[src/design/afm_pkg.sv]
// ----------------------------------------------------------------------------
// afm_pkg
// Shared widths, constants and command/status types of the adaptive model.
// ----------------------------------------------------------------------------
package afm_pkg;

  localparam int NumChars   = 256;
  localparam int NumSymbols = 257;
  localparam int CountWidth = 16;
  localparam int PosWidth   = 9;
  localparam int Depth      = NumSymbols + 1;

  localparam logic [CountWidth-1:0] ResetLimit = CountWidth'(16383);

  // table walk operations requested by the controller
  typedef enum logic [2:0] {
    OpNone,
    OpInit,
    OpRead,
    OpHalve,
    OpSearch,
    OpSwap,
    OpBump
  } afm_op_e;

  typedef struct packed {
    afm_op_e              op;
    logic [PosWidth-1:0]  addr;
    logic                 first;
    logic                 latch_out;
  } afm_cmd_t;

  typedef struct packed {
    logic                 freq_equal;
    logic [CountWidth-1:0] total;
  } afm_sts_t;

endpackage

[src/design/afm_ctrl.sv]
// ----------------------------------------------------------------------------
// afm_ctrl
// Sequencer: init sweep, read, optional halve sweep, search, optional swap, bump sweep.
// ----------------------------------------------------------------------------
module afm_ctrl (
  input  logic                            clk_i,
  input  logic                            rst_ni,
  input  logic                            in_valid_i,
  output logic                            in_stall_o,
  input  logic [afm_pkg::PosWidth-1:0]    symbol_index_i,
  output logic                            out_valid_o,
  input  logic                            out_stall_i,
  input  logic [afm_pkg::CountWidth-1:0]  rescale_limit_i,
  input  afm_pkg::afm_sts_t               sts_i,
  output afm_pkg::afm_cmd_t               cmd_o,
  output logic [afm_pkg::PosWidth-1:0]    new_position_o,
  output logic                            was_rescaled_o
);

  localparam int PW = afm_pkg::PosWidth;

  typedef enum logic [3:0] {
    StInit, StIdle, StRdLow, StRdHigh, StCheck, StHalve, StSearch0, StSearch,
    StCompare, StSwapQ, StSwapP, StBump, StDone
  } state_e;

  state_e        state_q;
  logic [PW-1:0] p_q, q_q, addr_q;
  logic          resc_q;
  logic          out_free, load_out, take_out;

  assign in_stall_o = (state_q != StIdle);
  // output register is free when empty or being taken this cycle
  assign take_out   = out_valid_o && !out_stall_i;
  assign out_free   = !out_valid_o || !out_stall_i;
  assign load_out   = (state_q == StDone) && out_free;

  always_comb begin
    cmd_o = '{op: afm_pkg::OpNone, addr: addr_q, first: 1'b0, latch_out: 1'b0};
    unique case (state_q)
      StInit:    cmd_o.op = afm_pkg::OpInit;
      StRdLow:   begin cmd_o.op = afm_pkg::OpRead; cmd_o.addr = p_q; cmd_o.first = 1'b1; end
      StRdHigh:  begin cmd_o.op = afm_pkg::OpRead; cmd_o.addr = p_q - PW'(1); end
      StHalve:   begin
        cmd_o.op = afm_pkg::OpHalve;
        cmd_o.first = (addr_q == PW'(afm_pkg::NumSymbols));
      end
      StSearch0: begin cmd_o.op = afm_pkg::OpSearch; cmd_o.addr = q_q; cmd_o.first = 1'b1; end
      StSearch:  begin cmd_o.op = afm_pkg::OpSearch; cmd_o.addr = q_q - PW'(1); end
      StSwapQ:   begin cmd_o.op = afm_pkg::OpSwap; cmd_o.addr = q_q; cmd_o.first = 1'b1; end
      StSwapP:   begin cmd_o.op = afm_pkg::OpSwap; cmd_o.addr = p_q; end
      StBump:    begin cmd_o.op = afm_pkg::OpBump; cmd_o.first = (addr_q == q_q); end
      StDone:    cmd_o.latch_out = out_free;
      default:   ;
    endcase
  end

  always_ff @(posedge clk_i or negedge rst_ni) begin
    if (!rst_ni) begin
      state_q        <= StInit;
      addr_q         <= '0;
      p_q            <= '0;
      q_q            <= '0;
      resc_q         <= 1'b0;
      out_valid_o    <= 1'b0;
      new_position_o <= '0;
      was_rescaled_o <= 1'b0;
    end else begin
      unique case (state_q)
        StInit: begin
          addr_q <= addr_q + PW'(1);
          if (addr_q == PW'(afm_pkg::NumSymbols)) state_q <= StIdle;
        end
        StIdle: begin
          if (in_valid_i && symbol_index_i != '0 &&
              symbol_index_i <= PW'(afm_pkg::NumSymbols)) begin
            p_q     <= symbol_index_i;
            state_q <= StRdLow;
          end
        end
        StRdLow:  state_q <= StRdHigh;
        StRdHigh: state_q <= StCheck;
        StCheck: begin
          resc_q <= (sts_i.total == rescale_limit_i);
          q_q    <= p_q;
          addr_q <= PW'(afm_pkg::NumSymbols);
          state_q <= (sts_i.total == rescale_limit_i) ? StHalve : StSearch0;
        end
        StHalve: begin
          addr_q <= addr_q - PW'(1);
          if (addr_q == '0) state_q <= StSearch0;
        end
        StSearch0: begin
          if (q_q > PW'(1)) begin
            state_q <= StSearch;
          end else begin
            addr_q  <= q_q;
            state_q <= StBump;
          end
        end
        // StSearch issues the read of the entry below q; its registered data is compared in StCompare
        StSearch: state_q <= StCompare;
        StCompare: begin
          if (sts_i.freq_equal) begin
            q_q     <= q_q - PW'(1);
            state_q <= (q_q == PW'(2)) ? StSwapQ : StSearch;
          end else if (q_q < p_q) begin
            state_q <= StSwapQ;
          end else begin
            addr_q  <= q_q;
            state_q <= StBump;
          end
        end
        StSwapQ: state_q <= StSwapP;
        StSwapP: begin
          state_q <= StBump;
          addr_q  <= q_q;
        end
        StBump: begin
          if (addr_q == '0) state_q <= StDone;
          else addr_q <= addr_q - PW'(1);
        end
        StDone: begin
          if (out_free) begin
            new_position_o <= q_q;
            was_rescaled_o <= resc_q;
            state_q        <= StIdle;
          end
        end
        default: state_q <= StIdle;
      endcase
      if (load_out) out_valid_o <= 1'b1;
      else if (take_out) out_valid_o <= 1'b0;
    end
  end

endmodule

[config.mk]
export PLATFORM = sky130hd
export DESIGN_NAME = afm_ctrl
export DESIGN_NICKNAME = d
export VERILOG_FILES = /design/src/design/afm_pkg.sv /design/src/design/afm_ctrl.sv
export SDC_FILE = /design/constraint.sdc
export NUM_CORES = 1
export LEC_CHECK = 0
export ABC_AREA = 0
export BUFFER_PORTS_ARGS = -buffer_cell sky130_fd_sc_hd__buf_2
export CORE_AREA = 2 2 85 107
export DETAILED_ROUTE_END_ITERATION = 10
export DIE_AREA = 0 0 87 109
export PLACE_DENSITY = 0.66
export SKIP_LAST_GASP = 1
export SLEW_MARGIN = 40
export SYNTH_ARGS = -nofsm -noshare
export SYNTH_HDL_FRONTEND = slang
export SYNTH_SLANG_ARGS = --single-unit
[constraint.sdc]
create_clock -name clk_i -period 7.78 [get_ports clk_i]
set_input_delay 1.556 -clock clk_i [delete_from_list [all_inputs] [get_ports clk_i]]
set_output_delay 1.556 -clock clk_i [all_outputs]
set_load 0.02 [all_outputs]
Word-level counts from Yosys, hierarchy flattened
Index checks and enable logic that the tools add are counted.
{"block": "word_totals", "input_bits": 46, "reg_bits": 43, "out_inout_bits": 26}
{"block": "op_classes", "mux": 24, "eq_ne": 27, "order_cmp": 3, "reduce_logical": 24, "add_sub_neg": 4}
{"operator": "9-bit case mux with 7 select lines", "n": 1}
{"operator": "4-bit case mux with 13 select lines", "n": 1}
{"operator": "9-bit two-way mux", "n": 5}
{"operator": "9-bit case mux with 4 select lines", "n": 1}
{"operator": "4-bit two-way mux", "n": 8}
{"operator": "9-bit by 1-bit subtractor with 9-bit output (second input constant)", "n": 3}
{"operator": "4-bit equality test (second input constant)", "n": 5}
{"operator": "2-bit inequality test (second input constant)", "n": 10}
{"operator": "3-bit case mux with 6 select lines", "n": 1}
{"operator": "9-bit case mux with 2 select lines", "n": 1}
{"operator": "16-bit equality test", "n": 1}
{"operator": "4-bit by 3-bit equality test with 1-bit output (second input constant)", "n": 4}
{"operator": "5-bit AND reduction", "n": 2}
{"operator": "2-bit OR reduction", "n": 5}
{"operator": "9-bit by 1-bit adder with 9-bit output (second input constant)", "n": 1}
{"operator": "9-bit by 2-bit equality test with 1-bit output (second input constant)", "n": 1}
{"operator": "9-bit equality test", "n": 1}
{"operator": "9-bit equality test (second input constant)", "n": 1}
{"operator": "9-bit by 1-bit > comparator with 1-bit output (second input constant)", "n": 1}
{"operator": "9-bit less-or-equal comparator (second input constant)", "n": 1}
{"operator": "9-bit logical NOT", "n": 1}
{"operator": "9-bit < comparator", "n": 1}
{"operator": "9-bit nonzero test", "n": 1}
{"operator": "4-bit by 2-bit equality test with 1-bit output (second input constant)", "n": 2}
{"operator": "13 further kinds", "n": 23}

Longest topological paths before layout
Gate-level depths: netlist of run 1.
{"block": "depth", "depth_word": 5, "depth_mapped": 12, "depth_no_buf": 10}

Worst setup path after synthesis of run 1
No wires, ideal clock.
{"block": "synth_path", "kind": "input to output", "start": "in out_stall_i", "end": "out cmd_o[0] in the netlist's numbering", "slack_ps": 3917, "stages": 5, "arrival_ps": 2307, "n_path_buf": 2, "cell_sequence": "nand2_1 > nand3_1 > clkbuf_1 > inv_1 > buf_4"}
{"item": "start: declaration", "line": "afm_ctrl.sv:12", "text": "input logic out_stall_i,"}
{"item": "end: declaration", "line": "afm_ctrl.sv:15", "text": "output afm_pkg::afm_cmd_t cmd_o,"}

==> results of run 1 <==
## worst max-delay path: cells and delay by family (launching register included)
family	cells	cell delay, ps
and+or+nand+nor	4	1070
muxes	1	290
adders and majority gates	1	230
buffers and inverters	2	350
AOI/OAI and AO/OA	1	200
DFF	1	470
## per-layer routing
| layer | vias up | wire length (um) |
|---|---|---|
| met5 | - | 0 |
| met4 | 0 | 330 |
| met3 | 18 | 510 |
| met2 | 140 | 5370 |
| met1 | 1725 | 4610 |
| li1 | 1777 | - |
## metrics by stage
step	std cells	setup WS [ps]	total power [W]
finish	608	3310	0.00186
global route	608	3120	0.00202
CTS	608	3310	0.00186
detailed placement	600	3660	0.00171
global placement	599	3640	0.00169
floorplan	458	3920	0.00138
## cell type report
type                            instances  area [um^2]  area share (%)
Clock buffer                            5         68.8            1.65
Clock inverter                          3         15.0           0.360
Inverter                               20         75.1            1.80
Multi-Input combinational cell        363         2430            58.3
Sequential cell                        43         1080            25.8
Tap cell                              100          125            3.00
Timing Repair Buffer                   74          378            9.07
## registers in the layout, summed over array words and instances (netlist names)
| signal | flops |
|---|---|
| new_position_o | 9 |
| p_q | 9 |
| q_q | 9 |
| was_rescaled_o | 1 |
| out_valid_o | 1 |
| state_q | 4 |
| addr_q | 9 |
| resc_q | 1 |
## power groups by stage
stage | Clock (W) | Combinational (W) | Sequential [W]
final | 0.000141 | 0.00116 | 0.000564
after global placement | 0 | 0.00113 | 0.000561
after CTS | 0.000145 | 0.00115 | 0.000560
after global routing | 0.000152 | 0.00129 | 0.000583
after detailed placement | 0 | 0.00115 | 0.000564
after floorplan | 0 | 0.000948 | 0.000429
## cell usage after synthesis (4+ instances only)
cell type / instances / area [um^2]
a31oi_1: 6 / 37.5
nand2b_1: 6 / 37.5
o21ai_0: 29 / 145
mux2_1: 11 / 124
dfrtp_1: 43 / 1080
ha_1: 19 / 238
o22ai_1: 7 / 43.8
nor3_1: 22 / 110
inv_1: 20 / 75.1
xnor2_1: 21 / 184
xor2_1: 10 / 87.6
mux2_2: 12 / 135
nand3_1: 8 / 40.0
o21ai_1: 19 / 95.1
a21oi_1: 34 / 170
nor2b_1: 8 / 50.1
o22a_1: 4 / 35.0
a221oi_1: 4 / 35.0
clkbuf_1: 27 / 101
nor4_1: 9 / 56.3
nand2_1: 40 / 150
nand4_1: 7 / 43.8
nor2_1: 31 / 116
a211oi_1: 4 / 30.0
## logic make-up after synthesis
logic type | Yosys count | synth area share [%]
DFF | 43 | 29.1
muxes | 24 | 7.26
adders and majority gates | 20 | 6.96
and+or+nand+nor | 148 | 19.9
AOI/OAI and AO/OA | 140 | 24.1
buffers and inverters | 52 | 5.47
xor gates and xnor gates | 31 | 7.33
## worst max-delay path by stage
stage | depth (start not counted) | endpoint | slack, ps
after floorplan | 5 | cmd_o[0] | 3920
after global placement | 9 | cmd_o[8] | 3640
after detailed placement | 9 | cmd_o[8] | 3660
after CTS | 9 | cmd_o[8] | 3310
after global routing | 9 | cmd_o[8] | 3120
final | 9 | cmd_o[8] | 3310
==> metrics.txt, run 1 <==
status finished clean; Pwr Density 447 mW/mm^2; Min-Delay Path Depth 2; Hold WS 476 ps; vias per std cell 6.02; first-pass GRT wire length 17600 um; critical-path cell list inv_1 -> ha_1 -> or3b_2 -> nor3_1 -> o22ai_1 -> nand2_1 -> nand3_1 -> mux2_2 -> buf_2; Synth Register Bits 43; # Post-CTS Setup Buffers 0; Die Span X 87 um; dominant synthesized flop cell dfrtp_1; Final period util 57.5%; Min-Delay Path Class reg2reg; Required @ worst endpoint 6220 ps; post-CTS resize count 0; Switching Fraction 53.6%; hold-critical path endpoint new_position_o[1]; Worst Path Max Fanout 5; MaxCap Viol Count 0; dpl hpwl 8370 um; Total Wirelength 10800 um; Critical Path AT 2920 ps; post-route cell area 0.00417 mm^2; min-delay src new_position_o[1]; die height 109 um; Clock Tree Root clkbuf_8; Total GRT Usage 23.7%; via count 3660; Worst VDD drop 0.208 mV; CP endpoint kind output pin; Sequential Power Share 30.3%; fillers 870; met2 global-route usage 40.0%; Max clock buf depth 2; Reg2Reg Depth 9; clock transition at the registers of the reported paths 80 ps; Final Max Tran Viols 0; Syn Inst Count 458; nets@finish 573; routing usage on met3 2.12%; clock network power share 7.6%; commonest non-fill, non-tap cells in the layout buf_2 (71), dfrtp_1 (43), nand2_1 (40); worst setup path start p_q[0]; final setup fails 0; Ports 72; FP Rows 38; largest net degree at the start of global routing 44; P_int 0.000864 W; Crit Path Class reg2out; clk sinks 43; wire per inst 17.8 um; DRC Markers 0; combinational share of power 62.2%; 1st-iter DRT viols 293; launch point of the worst reg-to-reg path state_q[0]; initial antenna violation count 0; commonest non-fill, non-tap cell in the layout buf_2; setup TNS 0 ps; met1 GRT Util 31.1%; Mapped Avg Cell Area 8.09 um^2; grt total ovfl 0; Yosys warning count 0; clock skew 12.6 ps; Antenna Cells 0; P_sw 0.000998 W; library cells used by synthesis 59; worst relative slew slack 48.9%; cell area after synthesis 0.00370 mm^2; CP max stage delay 480 ps; post-layout util 49.0%; Initial Util 43.5%; slew of the pin with the lowest slew margin 767 ps; Area after DPL 0.00408 mm^2; reg2reg setup slack 4150 ps; LEAKAGE 1.86 nW; remaining antenna violation count 0; H-Tree Depth 2; ys async rst share 100%; critical path startpoint category register; routability cong. 0.946; Die Area 0.00948 mm^2; CTS Buf Count 5; vias in the first global route 3419; Clk Latency, worst-skew pair 310 ps; Critical R2R Capture addr_q[8]; first drt pass iteration count 5; Core Region 0.00851 mm^2; crit path time final 4470 ps; Buffers on Ports 71; RSZ-0062 raised after global routing false; Synth-to-Final Area Change 12.5%; fmax 0.223 GHz; number of synthesized flops with an enable pin 0; CTS tree built; Seq/Total Area, Yosys 29.1%; final hold vios 0; Mapped Nets 524; layout cells sized above 1 19.9%; global route hottest layer met2; CP max-delay cell or3b_2; Post-CTS Hold Fix Bufs 0
Note: power is estimated with default switching activity, not from simulation.
==> run 2, diff against run 1 <==
- ABC_AREA: 0 -> 1
- CORE_AREA: 2 2 85 107 -> 2 2 87 110
- DIE_AREA: 0 0 87 109 -> 0 0 89 112
- PLACE_DENSITY: 0.66 -> 0.69
- clock period: 7.78 -> 4.1 ns (I/O delays scaled with it)
==> metrics.txt, run 2 <==
status finished clean; dominant synthesized flop cell dfrtp_1; Post-CTS Hold Fix Bufs 0; nets@finish 769; FP Rows 39; Yosys warning count 0; largest family of logic cells by synthesized area simple AND/OR/NAND/NOR gates; Buffers on Ports 71; Clk Latency, worst-skew pair 290 ps; number of synthesized flops with an enable pin 0; Mapped Avg Cell Area 6.25 um^2; fillers 963; critical path startpoint category register; CP bufs+invs 2; Pwr Density 749 mW/mm^2; Seq. cell area 0.00108 mm^2; post-synthesis mux area share 0%; Final period util 73.3%; final setup fails 0; combinational share of power 60.3%; top cell type's share of synthesized area 27.1%; Core Region 0.00898 mm^2; crit path time final 3000 ps; count leader, synth nand2_1; ys async rst share 100%; Crit path max-delay family simple AND/OR/NAND/NOR gates; Die Area 0.00997 mm^2; Adder-Cell Fraction of Synth Area 6.49%; Final Max Tran Viols 0; Seq/Total Area, Yosys 27.1%; Worst VDD drop 0.297 mV; 1st-iter DRT viols 270; fmax 0.333 GHz; layout cells sized above 1 15.9%; remaining antenna violation count 0; Clock Tree Root clkbuf_16; Max clock buf depth 2; P_sw 0.00186 W; clock transition at the registers of the reported paths 70 ps; Min-Delay Path Class reg2reg; first-pass GRT wire length 19600 um; dpl hpwl 9930 um; Critical Path AT 2180 ps; setup TNS 0 ps; # Post-CTS Setup Buffers 0; commonest cells in the netlist nand2_1 (215), inv_1 (89), nor2_1 (66), dfrtp_1 (43), nand3_1 (42); Compound-Gate Fraction of Synth Area 12.6%; critical-path cell list clkinv_1 -> ha_1 -> nand3_1 -> nor2_1 -> xor2_1 -> or2_0 -> nand4_1 -> buf_2; via count 4308; RSZ-0062 raised after global routing false; grt total ovfl 0; clk sinks 43; Ports 72; Area contributors post-synth dfrtp_1 (27%), nand2_1 (20%), inv_1 (8.4%); H-Tree Depth 2; CTS tree built; routability cong. 1.00; Worst Path Max Fanout 10; Crit Path Class reg2out; first drt pass iteration count 5; Required @ worst endpoint 3280 ps; Synth Register Bits 43; cell area after synthesis 0.00397 mm^2; post-layout util 51.2%; die height 112 um; Total Wirelength 12400 um; LEAKAGE 2.64 nW; post-CTS resize count 0; Sequential Power Share 26.2%; CP max-delay cell dfrtp_1; commonest non-fill, non-tap cell in the layout nand2_1; CP endpoint kind output pin; clock network power share 13.4%; clock skew 7.46 ps; Total GRT Usage 25.7%; DRC Markers 0; P_int 0.00158 W; Switching Fraction 54.1%; commonest non-fill, non-tap cells in the layout nand2_1 (215), inv_1 (89), buf_2 (70); Hold WS 481 ps; worst relative slew slack 47.5%; initial antenna violation count 0; CP max stage delay 430 ps; wire per inst 15.0 um; cell taking the most area after synthesis dfrtp_1; Synth-to-Final Area Change 15.8%; XOR/XNOR Fraction of Synth Area 2.43%; final hold vios 0; largest net degree at the start of global routing 44; Syn Inst Count 635; post-route cell area 0.00460 mm^2; Die Span X 89 um; Initial Util 44.2%; vias per std cell 5.21; MaxCap Viol Count 0; area of the multi-input gates 0.00246 mm^2; CTS Buf Count 5; slew of the pin with the lowest slew margin 785 ps; library cells used by synthesis 44; Antenna Cells 0; vias in the first global route 4065; Post-Synth Simple-Gate Area 40.4%; Area after DPL 0.00443 mm^2; Mapped Nets 701
==> run 2: cell types whose count changed after synthesis, sizes merged, moves of 18 or more <==
cell,delta
nand2,+184
inv,+78
nor2,+43
nand3,+34
clkbuf,-23
mux2,-23
xnor2,-20
a21oi,-18
nor3,-18
==> run 2: routing by layer <==
| layer | track usage [%] | wire length, um |
|---|---|---|
| met3 | 3.48 | 748 |
| met1 | 30.5 | 5040 |
| met2 | 43.3 | 5870 |
| met5 | 0 | 0 |
| met4 | 14.7 | 733 |
==> run 2: area by class of cell <==
type                            instances  area share, %
Sequential cell                        43           23.4
Tap cell                              123           3.35
Multi-Input combinational cell        482           53.5
Clock buffer                            5           2.72
Timing Repair Buffer                   72           7.95
Clock inverter                          3          0.953
Inverter                               99           8.14
==> run 2: power by group through the flow <==
stage | sequential, W | combinational (W) | clock [W]
floorplan | 0.000805 | 0.00151 | 0
global route | 0.000929 | 0.00232 | 0.000483
finish | 0.000904 | 0.00208 | 0.000463
CTS | 0.000895 | 0.00206 | 0.000467
detailed placement | 0.000901 | 0.00205 | 0
global placement | 0.000898 | 0.00203 | 0
==> run 2: kinds of logic (layout without fill, tap and decap cells) <==
family,after synthesis,after routing
XOR/XNOR,11,11
AO/OA/AOI/OAI,86,86
adder cells (fa/ha/maj),20,20
AND/OR/NAND/NOR,365,365
buffers and inverters,110,179
flip-flops,43,43
==> run 2: tightest hold or removal path: cells and delay by family (launching register included) <==
family,cells,cell delay [ps]
DFF,1,340
AOI/OAI and AO/OA,1,60
and+or+nand+nor,1,50
==> run 2: worst paths after layout <==
kind	cells past startpoint	to	start	slack [ps]
min reg2reg	2	was_rescaled_o	was_rescaled_o	480
min in group asynchronous	1	q_q[4]	rst_ni	520
max reg2reg	13	addr_q[3]	state_q[3]	1540
min	2	was_rescaled_o	was_rescaled_o	480
max in group asynchronous	1	addr_q[7]	rst_ni	3180
max	8	cmd_o[10]	q_q[0]	1100
==> run 2: metrics by stage <==
step	setup slack [ps]	power (W)	cells
final	1100	0.00344	827
after global routing	995	0.00373	827
after CTS	1130	0.00342	827
after detailed placement	1460	0.00295	819
after global placement	1500	0.00293	819
after floorplan	1680	0.00231	635
